File: src/rtl/napl_pkg.sv
// Shared types and constants of the area point locator.
package napl_pkg;

	localparam int MAX_AREAS   = 1024;
	localparam int SLOT_W      = (MAX_AREAS > 1) ? $clog2(MAX_AREAS) : 1;
	localparam int CNT_W       = $clog2(MAX_AREAS + 1);
	localparam int AREA_SLOT_W = 10;
	localparam int COORD_W     = 31;
	localparam int TAG_W       = 32;
	localparam int CFG_W       = 24;
	localparam int CFG_IDX_W   = 1;
	localparam int QUEUE_DEPTH = 2;
	localparam int QPTR_W      = (QUEUE_DEPTH > 1) ? $clog2(QUEUE_DEPTH) : 1;
	localparam int QCNT_W      = $clog2(QUEUE_DEPTH + 1);

	localparam logic [CFG_IDX_W-1:0] REG_JUMP_REACH   = 1'd0;
	localparam logic [CFG_IDX_W-1:0] REG_HEIGHT_SLACK = 1'd1;

	localparam logic [1:0] KIND_NONE = 2'd0;
	localparam logic [1:0] KIND_BAND = 2'd1;
	localparam logic [1:0] KIND_JUMP = 2'd2;
	localparam logic [1:0] KIND_NEAR = 2'd3;

	typedef enum logic [1:0] {
		OP_CLEAR = 2'd0,
		OP_LOAD  = 2'd1,
		OP_POINT = 2'd2,
		OP_XY    = 2'd3
	} op_t;

	typedef logic signed [COORD_W-1:0] coord_t;

	// Loads carry ordered bounds; queries carry the point in the low fields.
	typedef struct packed {
		op_t              op;
		logic [TAG_W-1:0] tag;
		coord_t           x_lo;
		coord_t           x_hi;
		coord_t           y_lo;
		coord_t           y_hi;
		coord_t           z_lo;
		coord_t           z_hi;
	} cmd_t;

	typedef struct packed {
		coord_t           x_lo;
		coord_t           x_hi;
		coord_t           y_lo;
		coord_t           y_hi;
		coord_t           z_lo;
		coord_t           z_hi;
		logic [TAG_W-1:0] tag;
	} entry_t;

	typedef struct packed {
		logic                   found;
		logic [1:0]             kind;
		logic [AREA_SLOT_W-1:0] slot;
		logic [TAG_W-1:0]       tag;
		logic [COORD_W-1:0]     gap;
		logic                   full;
	} res_t;

endpackage

File: src/rtl/napl_front.sv
// Front end: decodes an input item into a queued command, with ordered bounds for a load.
module napl_front import napl_pkg::*; (
	input  logic               in_valid,
	output logic               in_ready,
	input  logic [1:0]         operation,
	input  logic [TAG_W-1:0]   entry_tag,
	input  coord_t             point_x,
	input  coord_t             point_y,
	input  coord_t             point_z,
	input  coord_t             far_x,
	input  coord_t             far_y,
	input  coord_t             far_z,
	input  coord_t             third_corner_z,
	input  coord_t             fourth_corner_z,
	output logic               push_valid,
	input  logic               push_ready,
	output cmd_t               push_data
);

	op_t    op;
	coord_t zmin_a;
	coord_t zmin_b;
	coord_t zmax_a;
	coord_t zmax_b;

	assign op         = op_t'(operation);
	assign in_ready   = push_ready;
	assign push_valid = in_valid;

	always_comb begin
		zmin_a = (point_z < far_z) ? point_z : far_z;
		zmin_b = (third_corner_z < fourth_corner_z) ? third_corner_z : fourth_corner_z;
		zmax_a = (point_z > far_z) ? point_z : far_z;
		zmax_b = (third_corner_z > fourth_corner_z) ? third_corner_z : fourth_corner_z;

		push_data.op  = op;
		push_data.tag = entry_tag;
		if (op == OP_LOAD) begin
			push_data.x_lo = (point_x < far_x) ? point_x : far_x;
			push_data.x_hi = (point_x > far_x) ? point_x : far_x;
			push_data.y_lo = (point_y < far_y) ? point_y : far_y;
			push_data.y_hi = (point_y > far_y) ? point_y : far_y;
			push_data.z_lo = (zmin_a < zmin_b) ? zmin_a : zmin_b;
			push_data.z_hi = (zmax_a > zmax_b) ? zmax_a : zmax_b;
		end else begin
			// queries keep the raw point in the low fields
			push_data.x_lo = point_x;
			push_data.x_hi = far_x;
			push_data.y_lo = point_y;
			push_data.y_hi = far_y;
			push_data.z_lo = point_z;
			push_data.z_hi = far_z;
		end
	end

endmodule

File: config.mk
export PLATFORM = sky130hd
export DESIGN_NAME = napl_front
export DESIGN_NICKNAME = d
export VERILOG_FILES = /design/src/rtl/napl_pkg.sv /design/src/rtl/napl_front.sv
export SDC_FILE = /design/constraint.sdc
export NUM_CORES = 1
export LEC_CHECK = 0
export BUFFER_PORTS_ARGS = -buffer_cell sky130_fd_sc_hd__buf_2
export CAP_MARGIN = 20
export CORE_AREA = 2 2 198 200
export DETAILED_ROUTE_END_ITERATION = 6
export DIE_AREA = 0 0 200 202
export MAX_ROUTING_LAYER = met4
export PLACE_DENSITY = 0.49
export SYNTH_ARGS = -nofsm -noshare
export SYNTH_HDL_FRONTEND = slang
export SYNTH_SLANG_ARGS = --single-unit
export TNS_END_PERCENT = 20
File: constraint.sdc
create_clock -name vclk -period 13.55
set_input_delay 1.355 -clock vclk [all_inputs]
set_output_delay 1.355 -clock vclk [all_outputs]
set_load 0.01 [all_outputs]
==> metrics.yaml, run 1 <==
powerDensity_nw_per_um2: 58.7
post-route-min-period_ns: 9.85
finalCritPeriodShare: 0.727
yosysWarningCount: 0
die-area_um2: 40400
die_w_um: 200
ctsResizeCount: 0
vdd_drop_max_uv: 23.9
grt_pass1_wl_mm: 58.2
ys_seq_area_frac: 0
num_io_pins: 506
path_common_cell: "buf_4"
routed_wl_mm: 39.7
crit_type: "input pin to primary output"
status: "complete, no violations"
grt_pass1_vias: 10391
wl_per_cell_um: 18.2
holdPathEnd: "push_data[203]"
grt_max_degree: 64
synthesis.area_um2: 8880
clockBufferCount: 0
layout-drive-gt1-share: 0.345
final-hold-violation-count: 0
avgSynthCellArea_um2: 6.81
synth.most_common_cell: "inv_1"
hold_buffers: 0
place_congestion: 0.924
postRouteAntennaNets: 0
synth.distinct_cells: 52
finalNetCount: 2131
ys_top_cells_by_area: "ha_1, mux2_2, inv_1"
syn_to_final_growth_pct: 28.1
finalSetupViolCount: 0
leakagePower_nw: 6.35
hold_class: "input pin to primary output"
drt_pass1_iterations: 5
overflow: 0
vias_per_cell: 4.91
min_path_cells: 0
worstHoldStart: "entry_tag[17]"
max_freq_mhz: 102
relSlewSlack: 0.365
n_sequential_cell: 0
dp_hpwl_mm: 34.6
antenna_found_initial: 4
num_vias: 10702
drt_iter0_drc: 424
synth_top_area_frac: 0.261
fin_hold_ws_ns: 2.71
postSynthCellCount: 1304
cp_max_fo: 31
rsz0062_at_grt: "no"
crit_chain: "buf_2 -> inv_1 -> ha_1 -> a21oi_1 -> o21ai_0 -> a221oi_1 -> o211ai_2 -> mux2i_4 -> buf_4 -> a31o_2 -> buf_4 -> mux2i_1 -> ha_1 -> nand4_1 -> nor3_1 -> nand4_1 -> a21o_1 -> and4b_1 -> or3_1 -> or3_1 -> buf_4 -> o221ai_1 -> buf_2"
rows: 72
crit_slowest_cell: "a221oi_1"
yosys.area.top_type: "ha_1"
cts_setup_buffers: 0
synth_common_cells: "inv_1, ha_1, nand2_1, a21oi_1, mux2_2"
drc_errors: 0
dieHeight_um: 202
io_buffers: 438
tns_ns: 0
cp-end-kind: "primary output"
crit_arrival_ns: 8.49
slowest_delay_ns: 0.83
worst_pin_slew_ns: 0.952
crit_required_ns: 12.19
track_usage: 0.191
seqCellArea_um2: 0
maxCapViolCount: 0
start_util: 0.232
drv_slew: 0
startpoint_type: "input pin"
syn-num-nets: 1773
core_area_um2: 38300
## placed cells by master, fill, tap and decap left out, drive strengths merged, types with 30 or more instances in the layout
master	instances
nand4	32
o221ai	30
nand2	146
o21ai	132
buf	454
ha	185
mux2	125
a21oi	142
nor2	50
inv	190
mux2i	33
## worst max path at each step
stage | to | slack, ns | from
floorplan | push_data[21] | 6.22 | fourth_corner_z[30]
global placement | push_data[45] | 3.69 | far_z[2]
detailed placement | push_data[45] | 3.67 | far_z[2]
CTS | push_data[45] | 3.64 | far_z[2]
global route | push_data[2] | 3.29 | fourth_corner_z[8]
finish | push_data[2] | 3.70 | fourth_corner_z[8]
## routing by layer
layer,global-route usage,up-vias,routed length [um]
li1,-,5333,-
met1,0.221,4870,16300
met2,0.345,431,19600
met3,0.0115,68,2050
met4,0.0722,0,1780
met5,-,-,0
## metrics by stage
stage               utilization  power (W)  area, um2  setup slack [ns]  cells
detailed placement        0.297   0.000663      11400              3.67   2177
finish                    0.297   0.000668      11400              3.70   2181
floorplan                     -   0.000430       8880              6.22   1304
CTS                       0.297   0.000668      11400              3.64   2177
global placement          0.297   0.000663      11400              3.69   2177
global route              0.297   0.000742      11400              3.29   2180
## cells by family (layout without fill, tap and decap cells)
kind of cell / count (synthesis) / count (layout) / synth area share
buffers and inverters: 288 / 644 / 0.139
AND/OR/NAND/NOR: 293 / 293 / 0.151
adder cells (fa/ha/maj): 185 / 185 / 0.261
other: 0 / 3 / 0
AO/OA/AOI/OAI: 380 / 380 / 0.254
multiplexers: 158 / 158 / 0.196
## cell type report
cell class                      instances  area [um2]
Inverter                              190         713
Antenna cell                            3        7.51
Fill cell                            4308       26900
Tap cell                              518         648
Timing Repair Buffer                  454        2320
Multi-Input combinational cell       1016        7690
## worst max-delay path: cells and delay by family
kind                       cells  cell delay, ns
AOI/OAI and AO/OA              7            2.00
adders and majority gates      2            0.49
buffers and inverters          6            1.64
muxes                          2            1.21
and+or+nand+nor                6            1.77
## report_power, final
part	leakage (nW)	internal [W]	total, W	switching [W]
logic	6.35	0.000276	0.000668	0.000392
clock network	0.0000190	0.0000000000297	0.0000000000297	0
registers	0	0	0	0
No activity file was read; power rests on OpenSTA's default activity.
==> run 2: changes to the inputs <==
clock period = 9.1 ns   (was 13.55 ns; I/O delays follow)
==> run 2 against run 1 <==
Critical path depth unchanged. Routed wire length up 0.26%. First-iteration DRC count up 2.8%. Non-clock buffer count down 1. Critical endpoint is now push_data[50]. Highest routed layer unchanged.
==> metrics.yaml, run 2 (same netlist as run 1, synthesis figures left out) <==
status: "complete, no violations"
relSlewSlack: 0.305  # -0.0607
dpl.cell_count: 2177  # unchanged
fin_hold_ws_ns: 1.82  # -0.890 ns
power_w: 0.000997  # +49%
top_usage_layer: "met2"
startpoint_type: "input pin"
pre_cts_ws_ns: 0.865  # -2.80 ns
cp_max_fo: 59  # +90%
finalCritPeriodShare: 0.908
ctsResizeCount: 0  # unchanged
crit_type: "input pin to primary output"
cts_setup_buffers: 0  # unchanged
drc_errors: 0  # unchanged
n_sequential_cell: 0  # unchanged
rows: 72  # unchanged
grt_max_degree: 64  # unchanged
powerDensity_nw_per_um2: 87.8  # +49%
vias_per_cell: 4.88  # -0.47%
finalSetupViolCount: 0  # unchanged
finalNetCount: 2130  # -0.047%
postRouteAntennaNets: 0  # unchanged
num_io_pins: 506  # unchanged
drt_pass1_iterations: 5  # unchanged
worst_pin_slew_ns: 1.04  # +0.0871 ns
wl_per_cell_um: 18.3  # +0.35%
cp-end-kind: "primary output"
num_vias: 10642  # -0.56%
final_cell_count_no_fill: 2179  # -0.092%
drv_slew: 0  # unchanged
use_met1: 0.224  # +0.00324
crit_required_ns: 8.19  # -4.00 ns
maxCapViolCount: 0  # unchanged
vdd_drop_max_uv: 45.4  # +90%
setup_slack_ns: 0.836  # -2.87 ns
syn_to_final_growth_pct: 27.9
final-hold-violation-count: 0  # unchanged
clockBufferCount: 0  # unchanged
globalRouteMet2Util: 0.354  # +0.00942
met3_usage: 0.0117  # +0.000167
multi_input_area_um2: 7690  # unchanged
seqCellArea_um2: 0  # unchanged
leakagePower_nw: 6.34  # about the same
place_congestion: 0.943  # +2.2%
grt_pass1_vias: 10569  # +1.7%
max_freq_mhz: 121
drt_iter0_drc: 436  # +2.8%
antenna_found_initial: 3  # -1
io_buffers: 438  # unchanged
hold_buffers: 0  # unchanged
tns_ns: 0  # unchanged
hold_class: "input pin to primary output"
layout_commonest_cell: "buf_2"
die_w_um: 200  # unchanged
mostFrequentLayoutCells: "buf_2, inv_1, ha_1"
n_fill_cell: 4295  # -0.30%
layout-drive-gt1-share: 0.345  # -0.000395
track_usage: 0.192  # +0.000289
start_util: 0.232  # unchanged
crit_arrival_ns: 7.35  # -1.14 ns
routed_wl_mm: 39.8  # +0.26%
die-area_um2: 40400  # unchanged
dieHeight_um: 202  # unchanged
rsz0062_at_grt: "no"
overflow: 0  # unchanged
grt_pass1_wl_mm: 58.8  # +1.0%
core_area_um2: 38300  # unchanged
dp_hpwl_mm: 34.5  # -0.22%
post-route-min-period_ns: 8.26
==> run 2: changes by cell type in the layout (fill, tap and decap cells not counted) <==
cell,before,now
buf_6,1,0
diode_2,3,2
==> run 2: layer usage <==
metal,up-vias,part of all wire,wire length [um]
met5,-,0,0
met4,0,0.028,1120
met3,61,0.051,2040
met2,416,0.51,20100
met1,4836,0.41,16500
li1,5329,-,-
==> run 2: layout make-up <==
cell class                 instances  area share
multi-input combinational       1016       0.677
timing repair buffer             453       0.203
inverter                         190      0.0628
tap                              518      0.0570
antenna                            2    0.000440
==> run 2: path summary, 6_finish.rpt <==
kind,slack (ns),startpoint,to,depth (start not counted)
worst max-delay path,0.84,fourth_corner_z[30],push_data[50],23
worst min-delay path,1.82,entry_tag[17],push_data[203],0
==> run 2: stage by stage <==
step | util | area [um2]
finish | 0.297 | 11400
global route | 0.297 | 11400
CTS | 0.297 | 11400
detailed placement | 0.297 | 11400
global placement | 0.297 | 11400
floorplan | - | 8880
==> run 2: worst max-delay path, cell delays in order <==
cell and delay (ns):
buf_2 0.12, inv_1 0.05, ha_1 0.42, nand4_1 0.32
nor4_2 0.66, o311ai_1 0.23, o211ai_2 0.17, mux2i_4 0.28
buf_4 0.55, nor2_1 0.09, a21oi_1 0.26, ha_1 0.30
and3_1 0.20, a221oi_1 0.43, nor2b_1 0.08, o21ai_0 0.18
nand4b_1 0.23, a311o_1 0.38, o31ai_4 0.22, buf_4 0.46
mux2_2 0.39, o21ai_1 0.21, buf_2 0.18
==> run 2: power by group <==
| part | internal [W] | switching [W] | leakage [nW] |
|---|---|---|---|
| combinational | 0.000409 | 0.000588 | 6.34 |
| sequential | 0 | 0 | 0 |
| clock | 0.0000000000295 | 0 | 0.0000127 |
| total | 0.000409 | 0.000588 | 6.34 |
==> run 3: changes to the inputs <==
BUFFER_PORTS_ARGS = not set   (was -buffer_cell sky130_fd_sc_hd__buf_2)
DONT_BUFFER_PORTS = 1   (was not set)
PLACE_DENSITY = 0.37   (was 0.49)
clock period = 8 ns   (was 9.1 ns; I/O delays follow)
==> run 3 against run 2 <==
Combinational power is essentially flat. Core utilization shrank 4.3 points. Hold slack lost 0.22 ns. Global-route usage shrank 0.21 points. Largest power group unchanged. Sequential cell count is the same. Largest cell class unchanged. Critical path type unchanged. Critical path depth shrank 1.
==> metrics.yaml, run 3 (same netlist as run 1, synthesis figures left out) <==
dieHeight_um: 202  # unchanged
rsz0062_at_grt: "yes"
final-hold-violation-count: 0  # unchanged
hold_class: "input pin to primary output"
leakagePower_nw: 4.97  # -22%
ctsResizeCount: 2  # +2
rows: 72  # unchanged
power_w: 0.00102  # +2.7%
dr_wl_met3_mm: 2.73  # +34%
syn_to_final_growth_pct: 9.48
final_area_um2: 9730  # -14%
track_usage: 0.190  # -0.00209
insertedDiodeCount: 0  # -2
core_area_um2: 38300  # unchanged
crit_type: "input pin to primary output"
tns_ns: 0  # unchanged
setup_slack_ns: 0.289  # -0.547 ns
wl_per_cell_um: 21.7  # +19%
postRouteAntennaNets: 0  # unchanged
crit_arrival_ns: 6.91  # -0.44 ns
post_dp_cell_area_um2: 9710  # -15%
clockBufferCount: 0  # unchanged
num_io_pins: 506  # unchanged
drt-met1-wl_mm: 15.5  # -6.0%
worst_pin_slew_ns: 0.802  # -0.237 ns
crit_required_ns: 7.20  # -0.99 ns
drt_pass1_iterations: 5  # unchanged
status: "complete, no violations"
vdd_drop_max_uv: 54.9  # +21%
place_congestion: 0.893  # -5.3%
die-area_um2: 40400  # unchanged
die_w_um: 200  # unchanged
grt_pass1_vias: 9377  # -11%
overflow: 0  # unchanged
antenna_found_initial: 0  # -3
cp-end-kind: "primary output"
n_sequential_cell: 0  # unchanged
cts_setup_buffers: 0  # unchanged
drt_iter0_drc: 318  # -27%
seqCellArea_um2: 0  # unchanged
finalSetupViolCount: 0  # unchanged
grt_max_degree: 63  # -1.6%
maxCapViolCount: 0  # unchanged
layout_commonest_cell: "inv_1"
dp_hpwl_mm: 34.4  # -0.47%
drc_errors: 0  # unchanged
mostFrequentLayoutCells: "inv_1, ha_1, nand2_1"
relSlewSlack: 0.459  # +0.155
pre_cts_ws_ns: -0.0166  # -0.882 ns
routed_wl_mm: 39.2  # -1.6%
vias_per_cell: 5.12  # +4.8%
layout-drive-gt1-share: 0.157  # -0.187
io_buffers: 0  # -100%
powerDensity_nw_per_um2: 105  # +20%
max_freq_mhz: 130
finalNetCount: 1761  # -17%
min_path_cells: 0  # unchanged
startpoint_type: "input pin"
n_fill_cell: 4376  # +1.9%
cp_max_fo: 15  # -75%
start_util: 0.232  # unchanged
grt_pass1_wl_mm: 57.3  # -2.5%
wl_met2_mm: 20.1  # -0.29%
num_vias: 9251  # -13%
hold_buffers: 0  # unchanged
drv_slew: 0  # unchanged
topRoutingLayerUsed: "met4"
post-route-min-period_ns: 7.71
finalCritPeriodShare: 0.964
## run 3: through the flow
| stage | hold slack (ns) | instances | util |
|---|---|---|---|
| CTS | 1.60 | 1808 | 0.254 |
| global route | 1.60 | 1808 | 0.254 |
| global placement | 1.60 | 1808 | 0.254 |
| floorplan | 1.69 | 1304 | - |
| detailed placement | 1.60 | 1808 | 0.254 |
| finish | 1.60 | 1808 | 0.254 |
## run 3: path summary, 6_finish.rpt
check,start,to,slack (ns)
worst min-delay path,entry_tag[19],push_data[205],1.60
worst max-delay path,fourth_corner_z[30],push_data[19],0.29
## run 3: final cells by class
class                      count  area, um2  share of cell area
inverter                     190        713              0.0733
multi-input combinational   1016       7700               0.792
tap                          518        648              0.0666
timing repair buffer          84        662              0.0681
## run 3: metal layers
layer | GRT usage | up-vias
met2 | 0.349 | 346
li1 | - | 4600
met4 | 0.0347 | 0
met3 | 0.0327 | 34
met1 | 0.214 | 4271
met5 | - | -
## run 3: critical path: stages
cell      delay, ns
inv_1          0.02
ha_1           0.36
nand4_1        0.25
nor4_4         0.48
o311ai_1       0.32
o211ai_2       0.20
mux2i_4        0.33
a31o_2         0.49
buf_12         0.25
mux2i_1        0.40
ha_1           0.20
and4_1         0.23
nand2_1        0.10
a21o_1         0.16
a31o_1         0.24
a21o_1         0.17
and4b_1        0.20
or3_1          0.38
or3_1          0.56
buf_4          0.30
o221ai_1       0.27
buf_4          0.18
## run 3: report_power, final
group          leakage (nW)  internal, W  switching [W]
Sequential                0            0              0
Clock                     0            0              0
Combinational          4.97     0.000422       0.000602
Total                  4.97     0.000422       0.000602
