`src/rtl/napl_pkg.sv`:
```
// Shared types and constants of the area point locator.
package napl_pkg;

	localparam int MAX_AREAS   = 1024;
	localparam int SLOT_W      = (MAX_AREAS > 1) ? $clog2(MAX_AREAS) : 1;
	localparam int CNT_W       = $clog2(MAX_AREAS + 1);
	localparam int AREA_SLOT_W = 10;
	localparam int COORD_W     = 31;
	localparam int TAG_W       = 32;
	localparam int CFG_W       = 24;
	localparam int CFG_IDX_W   = 1;
	localparam int QUEUE_DEPTH = 2;
	localparam int QPTR_W      = (QUEUE_DEPTH > 1) ? $clog2(QUEUE_DEPTH) : 1;
	localparam int QCNT_W      = $clog2(QUEUE_DEPTH + 1);

	localparam logic [CFG_IDX_W-1:0] REG_JUMP_REACH   = 1'd0;
	localparam logic [CFG_IDX_W-1:0] REG_HEIGHT_SLACK = 1'd1;

	localparam logic [1:0] KIND_NONE = 2'd0;
	localparam logic [1:0] KIND_BAND = 2'd1;
	localparam logic [1:0] KIND_JUMP = 2'd2;
	localparam logic [1:0] KIND_NEAR = 2'd3;

	typedef enum logic [1:0] {
		OP_CLEAR = 2'd0,
		OP_LOAD  = 2'd1,
		OP_POINT = 2'd2,
		OP_XY    = 2'd3
	} op_t;

	typedef logic signed [COORD_W-1:0] coord_t;

	// Loads carry ordered bounds; queries carry the point in the low fields.
	typedef struct packed {
		op_t              op;
		logic [TAG_W-1:0] tag;
		coord_t           x_lo;
		coord_t           x_hi;
		coord_t           y_lo;
		coord_t           y_hi;
		coord_t           z_lo;
		coord_t           z_hi;
	} cmd_t;

	typedef struct packed {
		coord_t           x_lo;
		coord_t           x_hi;
		coord_t           y_lo;
		coord_t           y_hi;
		coord_t           z_lo;
		coord_t           z_hi;
		logic [TAG_W-1:0] tag;
	} entry_t;

	typedef struct packed {
		logic                   found;
		logic [1:0]             kind;
		logic [AREA_SLOT_W-1:0] slot;
		logic [TAG_W-1:0]       tag;
		logic [COORD_W-1:0]     gap;
		logic                   full;
	} res_t;

endpackage

```
`src/rtl/napl_queue.sv`:
```
// Short command queue between the front end and the table engine.
module napl_queue import napl_pkg::*; (
	input  logic clk,
	input  logic arst_n,
	input  logic push_valid,
	output logic push_ready,
	input  cmd_t push_data,
	output logic pop_valid,
	input  logic pop_ready,
	output cmd_t pop_data
);

	cmd_t              slot_q [QUEUE_DEPTH];
	logic [QPTR_W-1:0] wptr_q;
	logic [QPTR_W-1:0] rptr_q;
	logic [QCNT_W-1:0] count_q;
	logic              push;
	logic              pop;

	assign push_ready = (count_q != QCNT_W'(QUEUE_DEPTH));
	assign pop_valid  = (count_q != '0);
	assign pop_data   = slot_q[rptr_q];
	assign push       = push_valid && push_ready;
	assign pop        = pop_valid && pop_ready;

	always_ff @(posedge clk or negedge arst_n) begin
		if (!arst_n) begin
			wptr_q  <= '0;
			rptr_q  <= '0;
			count_q <= '0;
		end else begin
			if (push) begin
				wptr_q <= (wptr_q == QPTR_W'(QUEUE_DEPTH - 1)) ? '0 : wptr_q + 1'b1;
			end
			if (pop) begin
				rptr_q <= (rptr_q == QPTR_W'(QUEUE_DEPTH - 1)) ? '0 : rptr_q + 1'b1;
			end
			if (push && !pop) begin
				count_q <= count_q + 1'b1;
			end else if (pop && !push) begin
				count_q <= count_q - 1'b1;
			end
		end
	end

	always_ff @(posedge clk) begin
		if (push) begin
			slot_q[wptr_q] <= push_data;
		end
	end

endmodule

```
`config.mk`:
```
export PLATFORM = sky130hd
export DESIGN_NAME = napl_queue
export DESIGN_NICKNAME = d
export VERILOG_FILES = /design/src/rtl/napl_pkg.sv /design/src/rtl/napl_queue.sv
export SDC_FILE = /design/constraint.sdc
export NUM_CORES = 1
export LEC_CHECK = 0
export ABC_CLOCK_PERIOD_IN_PS = 11100
export BUFFER_PORTS_ARGS = -buffer_cell sky130_fd_sc_hd__buf_2
export CAP_MARGIN = 20
export CORE_ASPECT_RATIO = 1.2
export CORE_MARGIN = 10
export CORE_UTILIZATION = 48
export DETAILED_ROUTE_END_ITERATION = 8
export PLACE_DENSITY = 0.82
export SYNTH_ARGS = -nofsm -noshare
export SYNTH_HDL_FRONTEND = slang
export SYNTH_SLANG_ARGS = --single-unit
```
`constraint.sdc`:
```
create_clock -name clk -period 11.1 [get_ports clk]
set_clock_uncertainty 0.1 [all_clocks]
set_input_delay 2.22 -clock clk [delete_from_list [all_inputs] [get_ports clk]]
set_output_delay 2.22 -clock clk [all_outputs]
set_load 0.01 [all_outputs]
```
==> results of run 1 <==
==> power by group through the flow <==
| stage | Combinational, mW | Clock (mW) | Sequential [mW] |
|---|---|---|---|
| detailed placement | 1.83 | 0 | 2.46 |
| CTS | 1.84 | 1.38 | 2.43 |
| global route | 1.92 | 1.45 | 2.46 |
| finish | 1.81 | 1.34 | 2.43 |
| global placement | 1.82 | 0 | 2.43 |
| floorplan | 1.32 | 0 | 2.48 |
==> cell usage after synthesis <==
cell / instances
sky130_fd_sc_hd__nor2_1: 2
sky130_fd_sc_hd__ha_1: 1
sky130_fd_sc_hd__xnor2_1: 3
sky130_fd_sc_hd__edfxtp_1: 440
sky130_fd_sc_hd__buf_6: 11
sky130_fd_sc_hd__xor2_1: 2
sky130_fd_sc_hd__dfrtp_1: 4
sky130_fd_sc_hd__inv_1: 1
sky130_fd_sc_hd__buf_2: 3
sky130_fd_sc_hd__nand2b_1: 1
sky130_fd_sc_hd__nand2_1: 2
sky130_fd_sc_hd__mux2_4: 190
sky130_fd_sc_hd__and3_1: 1
sky130_fd_sc_hd__buf_12: 11
sky130_fd_sc_hd__or2_2: 1
sky130_fd_sc_hd__mux2_2: 30
==> cell usage in the layout, fill, tap and decap left out, types with 2 or more instances in the layout <==
master	instances
sky130_fd_sc_hd__buf_2	445
sky130_fd_sc_hd__buf_4	7
sky130_fd_sc_hd__clkbuf_1	8
sky130_fd_sc_hd__clkbuf_16	45
sky130_fd_sc_hd__clkbuf_8	3
sky130_fd_sc_hd__clkinv_1	15
sky130_fd_sc_hd__clkinv_2	3
sky130_fd_sc_hd__clkinv_4	2
sky130_fd_sc_hd__dfrtp_1	3
sky130_fd_sc_hd__diode_2	8
sky130_fd_sc_hd__edfxtp_1	440
sky130_fd_sc_hd__mux2_2	30
sky130_fd_sc_hd__mux2_4	190
sky130_fd_sc_hd__nand2_1	2
sky130_fd_sc_hd__xnor2_1	3
sky130_fd_sc_hd__xor2_1	2
==> metrics by stage <==
stage | util [%] | instance area (µm²) | hold WS [ps] | power [mW]
global placement | 55.8 | 19500 | 376 | 4.25
detailed placement | 55.8 | 19500 | 408 | 4.29
CTS | 59.6 | 20800 | 416 | 5.65
floorplan | - | 17000 | 356 | 3.80
finish | 59.7 | 20800 | 411 | 5.57
global route | 59.6 | 20800 | 423 | 5.83
==> how the worst min path moves through the flow <==
stage | from | endpoint | slack [ps] | cells past startpoint
final | count_q[1] | count_q[1] | 410 | 1
after floorplan | count_q[1] | count_q[1] | 360 | 1
after global routing | count_q[1] | count_q[1] | 420 | 1
after detailed placement | count_q[1] | count_q[1] | 410 | 1
after CTS | count_q[1] | count_q[1] | 420 | 1
after global placement | count_q[1] | count_q[1] | 380 | 1
==> flip-flops by register name, summed over array words and instances (netlist names) <==
name     flops
count_q      2
slot_q     440
wptr_q       1
rptr_q       1
==> final cells by class <==
cell class / instances / area (µm²)
multi-input cells: 233 / 3290
clock inverters: 21 / 119
inverters: 1 / 3.75
fillers: 2527 / 14100
repair buffers: 453 / 2300
diodes: 8 / 20.0
well taps: 462 / 578
flip-flops and latches: 444 / 13300
clock buffers: 56 / 1200
==> metal layers <==
layer	part of all wire [%]	GRT usage [%]	routed length [µm]
met1	34	17.2	12600
met3	9.8	5.90	3610
met2	53	29.0	19500
met4	2.7	6.01	1000
met5	0.21	0	79
==> cells by family (layout without fill, tap and decap cells) <==
| logic type | after synthesis | in the layout | share of synthesized area (%) |
|---|---|---|---|
| xor+xnor | 5 | 5 | 0.258 |
| fa+ha+maj | 1 | 1 | 0.0738 |
| buf+inv | 26 | 531 | 2.14 |
| flops | 444 | 444 | 78.5 |
| mux | 220 | 220 | 18.8 |
| other cells | 0 | 8 | 0 |
| simple gates | 7 | 7 | 0.199 |
==> impl_metrics.sql, run 1 <==
INSERT INTO impl_metrics (metric_group, metric, value, unit) VALUES
('worst_setup_path', 'worst-path-max-fanout', '60', ''),
('worst_setup_path', 'timing.critical_path.cells', 'buf_4, mux2_2, buf_2', ''),
('power_and_ir_drop', 'power.leakage', '8.30', 'nW'),
('placed_design', 'detailedPlacementHpwl', '26100', 'µm'),
('route', 'drt_first_iter_violations', '400', ''),
('power_and_ir_drop', 'power.share.clock', '24.1', '%'),
('clock_tree', 'clock-sinks', '444', ''),
('clock_tree', 'clk_pin_slew_worst_paths', '60', 'ps'),
('worst_setup_path', 'crit_path_end_kind', 'output pin', ''),
('route', 'route.antenna.remaining_nets', '0', ''),
('cells_and_area', 'areaGrowthSynthToFinish', '22.8', '%'),
('worst_setup_path', 'cp_slowest_stage_delay', '950', 'ps'),
('floorplanning', 'fp.dieArea', '43300', 'µm²'),
('worst_setup_path', 'worst_r2r_startpoint', 'count_q[0]', ''),
('clock_tree', 'tritoncts', 'done', ''),
('min_path', 'hold_path.class', 'reg2reg', ''),
('floorplanning', 'die-height', '226', 'µm'),
('clock_tree', 'setup_fix_buffers_added_after_clock_tree_synthesis', '0', ''),
('route', 'routedWlPerCell', '21.9', 'µm'),
('worst_setup_path', 'endpoint', 'pop_data[198]', ''),
('sta', 'final.setup.worst_slack', '5750', 'ps'),
('clock_tree', 'htree_levels', '2', ''),
('worst_setup_path', 'startpoint_types', 'flop', ''),
('worst_setup_path', 'rr_worst_depth', '5', ''),
('route', 'wirelength', '36700', 'µm'),
('route', 'remaining_drc_errors', '0', ''),
('synthesis', 'yosys-top-cells-area', 'sky130_fd_sc_hd__edfxtp_1, sky130_fd_sc_hd__mux2_4, sky130_fd_sc_hd__mux2_2', ''),
('sta', 'max_freq', '187', 'MHz'),
('clock_tree', 'ctsHoldBuffers', '0', ''),
('clock_tree', 'cts.repair.resized', '0', ''),
('synthesis', 'yosys.area.top_type_share', '77.9', '%'),
('placed_design', 'buffer_ports.inserted', '445', ''),
('route', 'detailroute.via_count', '8261', ''),
('worst_setup_path', 'startpoint', 'rptr_q', ''),
('run_status', 'outcome', 'finished clean', ''),
('sta', 'setup-violations-final', '0', ''),
('synthesis', 'netlist_area', '17000', 'µm²'),
('global_route', 'grt_antenna_before_repair', '13', ''),
('sta', 'finalCritPeriodShare', '48.2', '%'),
('sta', 'unrepaired_setup_endpoints_after_global_routing', 'no', ''),
('power_and_ir_drop', 'logic_gate_share_of_total_power', '32.4', '%'),
('worst_setup_path', 'sum_of_buffers_and_inverters_on_the_critical_path', '2', ''),
('worst_setup_path', 'r2r_end', 'slot_q[0][89]', ''),
('sta', 'totalNegativeSetupSlack', '0', 'ps'),
('global_route', 'tot_gr_track_use', '16.3', '%'),
('power_and_ir_drop', 'vdd_drop_max', '0.000217', 'V'),
('power_and_ir_drop', 'share_seq_of_total_power', '43.5', '%'),
('power_and_ir_drop', 'internal', '3.96', 'mW'),
('worst_setup_path', 'critPathSlowestCell', 'sky130_fd_sc_hd__buf_4', ''),
('synthesis', 'synth_area_leader_cell', 'sky130_fd_sc_hd__edfxtp_1', ''),
('worst_setup_path', 'critical_path_cell_count', '3', ''),
('worst_setup_path', 'worstSetupPathType', 'reg2out', ''),
('worst_setup_path', 'arrival', '3030', 'ps'),
('power_and_ir_drop', 'switching_power', '1.61', 'mW'),
('global_route', 'pin_count_of_the_biggest_net_entering_global_routing', '121', ''),
('floorplanning', 'die_width', '192', 'µm'),
('worst_setup_path', 'cp_data_required_time', '8780', 'ps'),
('sta', 'timing_max_transition_violations_final', '0', ''),
('synthesis', 'synthesis.area_per_instance', '24.1', 'µm²'),
('power_and_ir_drop', 'power.share.switching', '28.9', '%'),
('sta', 'slew-limit-headroom', '26.7', '%'),
('flow_run', 'cap_violations', '0', ''),
('placed_design', 'placedCellCount', '1593', ''),
('synthesis', 'postSynthRegisterBits', '444', ''),
('cells_and_area', 'layout.cells.non_filler', '1678', ''),
('sta', 'tightest_slew', '1100', 'ps'),
('global_route', 'grt_remaining_overflow', '0', ''),
('worst_setup_path', 'critical_path.top_delay_family', 'buffers and inverters', ''),
('floorplanning', 'num_rows', '75', ''),
('global_route', 'grt_pass1_wl', '53600', 'µm'),
('worst_setup_path', 'r2r_setup_slack', '7530', 'ps');
(Power assumes the default switching activity.)
==> run 2, diff against run 1 <==
--- a/config.mk
+++ b/config.mk
@@ -5,14 +5,14 @@
 export SDC_FILE = /design/constraint.sdc
 export NUM_CORES = 1
 export LEC_CHECK = 0
-export ABC_CLOCK_PERIOD_IN_PS = 11100
+export ABC_CLOCK_PERIOD_IN_PS = 5400
 export BUFFER_PORTS_ARGS = -buffer_cell sky130_fd_sc_hd__buf_2
 export CAP_MARGIN = 20
 export CORE_ASPECT_RATIO = 1.2
 export CORE_MARGIN = 10
-export CORE_UTILIZATION = 48
+export CORE_UTILIZATION = 53
 export DETAILED_ROUTE_END_ITERATION = 8
-export PLACE_DENSITY = 0.82
+export PLACE_DENSITY = 0.85
 export SYNTH_ARGS = -nofsm -noshare
 export SYNTH_HDL_FRONTEND = slang
 export SYNTH_SLANG_ARGS = --single-unit
==> constraint.sdc (replaced) <==
create_clock -name clk -period 5.4 [get_ports clk]
set_clock_uncertainty 0.1 [all_clocks]
set_input_delay 1.08 -clock clk [delete_from_list [all_inputs] [get_ports clk]]
set_output_delay 1.08 -clock clk [all_outputs]
set_load 0.01 [all_outputs]
==> impl_metrics.sql, run 2 (synthesis gave the netlist of run 1 again) <==
INSERT INTO impl_metrics (metric_group, metric, value, unit) VALUES
('global_route', 'tot_gr_track_use', '18.6', '%'),
('floorplanning', 'starting_density_of_the_core', '53.9', '%'),
('placed_design', 'gpl.final_weighted_congestion', '0.764', ''),
('global_route', 'grt_remaining_overflow', '0', ''),
('clock_tree', 'clock-sinks', '444', ''),
('cells_and_area', 'most_used_cells_in_the_layout_excluding_fill_and_tap_cells', 'sky130_fd_sc_hd__buf_2, sky130_fd_sc_hd__edfxtp_1, sky130_fd_sc_hd__mux2_4', ''),
('clock_tree', 'clk_pin_slew_worst_paths', '60', 'ps'),
('clock_tree', 'cts_made_buffers', '42', ''),
('global_route', 'grt_pass1_wl', '55900', 'µm'),
('sta', 'unrepaired_setup_endpoints_after_global_routing', 'no', ''),
('sta', 'finalCritPeriodShare', '71.8', '%'),
('cells_and_area', 'finish.utilization', '66.6', '%'),
('cells_and_area', 'largest_register_ff_count', '440', ''),
('placed_design', 'placedCellCount', '1539', ''),
('global_route', 'vias_in_the_first_global_route', '9214', ''),
('sta', 'max_freq', '258', 'MHz'),
('route', 'detailroute.via_count', '8363', ''),
('worst_setup_path', 'crit_path_end_kind', 'output pin', ''),
('route', 'wirelength', '38100', 'µm'),
('power_and_ir_drop', 'p_total', '11.7', 'mW'),
('placed_design', 'detailedPlacementHpwl', '27300', 'µm'),
('worst_setup_path', 'arrival', '2690', 'ps'),
('power_and_ir_drop', 'vdd_drop_max', '0.000473', 'V'),
('min_path', 'hold_path.class', 'in2async', ''),
('cells_and_area', 'top_regs', 'slot_q: 440 flops, count_q: 2 flops', ''),
('cells_and_area', 'finish.net_count', '1407', ''),
('power_and_ir_drop', 'p_per_area', '560', 'nW/µm²'),
('route', 'dr_pass1_iterations', '5', ''),
('worst_setup_path', 'endpoint', 'pop_data[212]', ''),
('worst_setup_path', 'startpoint_types', 'flop', ''),
('clock_tree', 'tritoncts', 'done', ''),
('floorplanning', 'io_pins', '446', ''),
('floorplanning', 'fp.dieArea', '39600', 'µm²'),
('sta', 'final.hold.worst_slack', '240', 'ps'),
('run_status', 'outcome', 'finished clean', ''),
('cells_and_area', 'layout.cells.non_filler', '1629', ''),
('sta', 'slew-limit-headroom', '30.7', '%'),
('worst_setup_path', 'r2r_setup_slack', '3100', 'ps'),
('route', 'routedWlPerCell', '23.4', 'µm'),
('clock_tree', 'cts.repair.resized', '0', ''),
('flow_run', 'cap_violations', '0', ''),
('clock_tree', 'htree_levels', '2', ''),
('floorplanning', 'die-height', '216', 'µm'),
('clock_tree', 'cts-root-to-sink-buffers', '3', ''),
('worst_setup_path', 'cp_data_required_time', '4220', 'ps'),
('global_route', 'pin_count_of_the_biggest_net_entering_global_routing', '91', ''),
('sta', 'period_minus_slack', '3870', 'ps'),
('placed_design', 'buffer_ports.inserted', '445', ''),
('sta', 'tightest_slew', '1040', 'ps'),
('worst_setup_path', 'worst_r2r_startpoint', 'count_q[0]', ''),
('worst_setup_path', 'rr_worst_depth', '4', ''),
('route', 'drt_first_iter_violations', '502', ''),
('clock_tree', 'clk_latency', '530', 'ps'),
('worst_setup_path', 'r2r_end', 'slot_q[0][120]', ''),
('floorplanning', 'floorplan.core_area', '31400', 'µm²'),
('cells_and_area', 'areaGrowthSynthToFinish', '23.6', '%'),
('sta', 'setup-violations-final', '0', ''),
('worst_setup_path', 'worst-path-max-fanout', '58', ''),
('power_and_ir_drop', 'power.leakage', '8.39', 'nW'),
('route', 'avgViaCountPerCell', '5.13', ''),
('sta', 'timing_max_transition_violations_final', '0', ''),
('clock_tree', 'cts_root_buf', 'sky130_fd_sc_hd__clkbuf_16', ''),
('clock_tree', 'setup_fix_buffers_added_after_clock_tree_synthesis', '0', ''),
('global_route', 'grt_antenna_before_repair', '18', ''),
('floorplanning', 'num_rows', '71', ''),
('worst_setup_path', 'startpoint', 'rptr_q', ''),
('route', 'remaining_drc_errors', '0', ''),
('cells_and_area', 'top_register', 'slot_q', ''),
('clock_tree', 'ctsHoldBuffers', '0', ''),
('sta', 'timing_hold_violations_final', '0', ''),
('cells_and_area', 'final_common_cell', 'sky130_fd_sc_hd__buf_2', ''),
('cells_and_area', 'proportion_of_layout_cells_with_a_drive_suffix_above_1', '61.2', '%'),
('worst_setup_path', 'worstSetupPathType', 'reg2out', ''),
('sta', 'totalNegativeSetupSlack', '0', 'ps'),
('route', 'route.antenna.remaining_nets', '0', ''),
('floorplanning', 'die_width', '183', 'µm');
run 2: cell count changes in the layout (fill, tap and decap cells not counted), sizes merged:
cell and change:
clkinv -2, bufinv +4, inv +1, buf +7, clkinvlp +1, clkbuf -4, diode +5
run 2: report_power, final:
| group | switching [mW] | internal, mW | leakage (nW) | total [mW] |
|---|---|---|---|---|
| logic | 1.91 | 1.85 | 3.57 | 3.76 |
| clock network | 1.19 | 1.75 | 0.685 | 2.95 |
| registers | 0.310 | 4.71 | 4.13 | 5.02 |
| total | 3.41 | 8.32 | 8.39 | 11.7 |
run 2: how the worst min path moves through the flow:
stage	start	endpoint	slack [ps]	cells after the start
6_report	arst_n	count_q[0]	240	1
5_1_grt	arst_n	count_q[0]	220	1
4_1_cts	arst_n	count_q[0]	210	1
3_5_place_dp	count_q[1]	count_q[1]	390	1
3_3_place_gp	count_q[1]	count_q[1]	380	1
2_1_floorplan	count_q[1]	count_q[1]	360	1
run 2: metrics by stage:
stage | setup slack (ps) | cell area, µm²
after CTS | 1470 | 20900
after floorplan | 407 | 17000
after global placement | 2090 | 19500
after detailed placement | 2050 | 19500
final | 1530 | 21000
after global routing | 1400 | 20900
run 2: metal layers:
layer  GRT usage, %  share of wire [%]  wire length, µm  vias to the layer above
li1               -                  -                -                     3789
met1           18.9                 34            13100                     4136
met2           33.6                 54            20500                      355
met3           6.96                8.8             3370                       73
met4           7.52                2.9             1090                       10
met5              0               0.17               64                        -
run 2: worst max-delay path: stages, from the launching register on:
cell	delay, ps
sky130_fd_sc_hd__dfrtp_4	1100
sky130_fd_sc_hd__buf_4	500
sky130_fd_sc_hd__mux2_2	390
sky130_fd_sc_hd__buf_2	140
run 2: layout make-up:
type	instances	area [µm²]
Antenna cell	13	32.5
Clock buffer	52	1150
Clock inverter	25	244
Fill cell	2068	10500
Inverter	1	3.75
Multi-Input combinational cell	233	3290
Sequential cell	444	13300
Tap cell	401	502
Timing Repair Buffer	460	2410
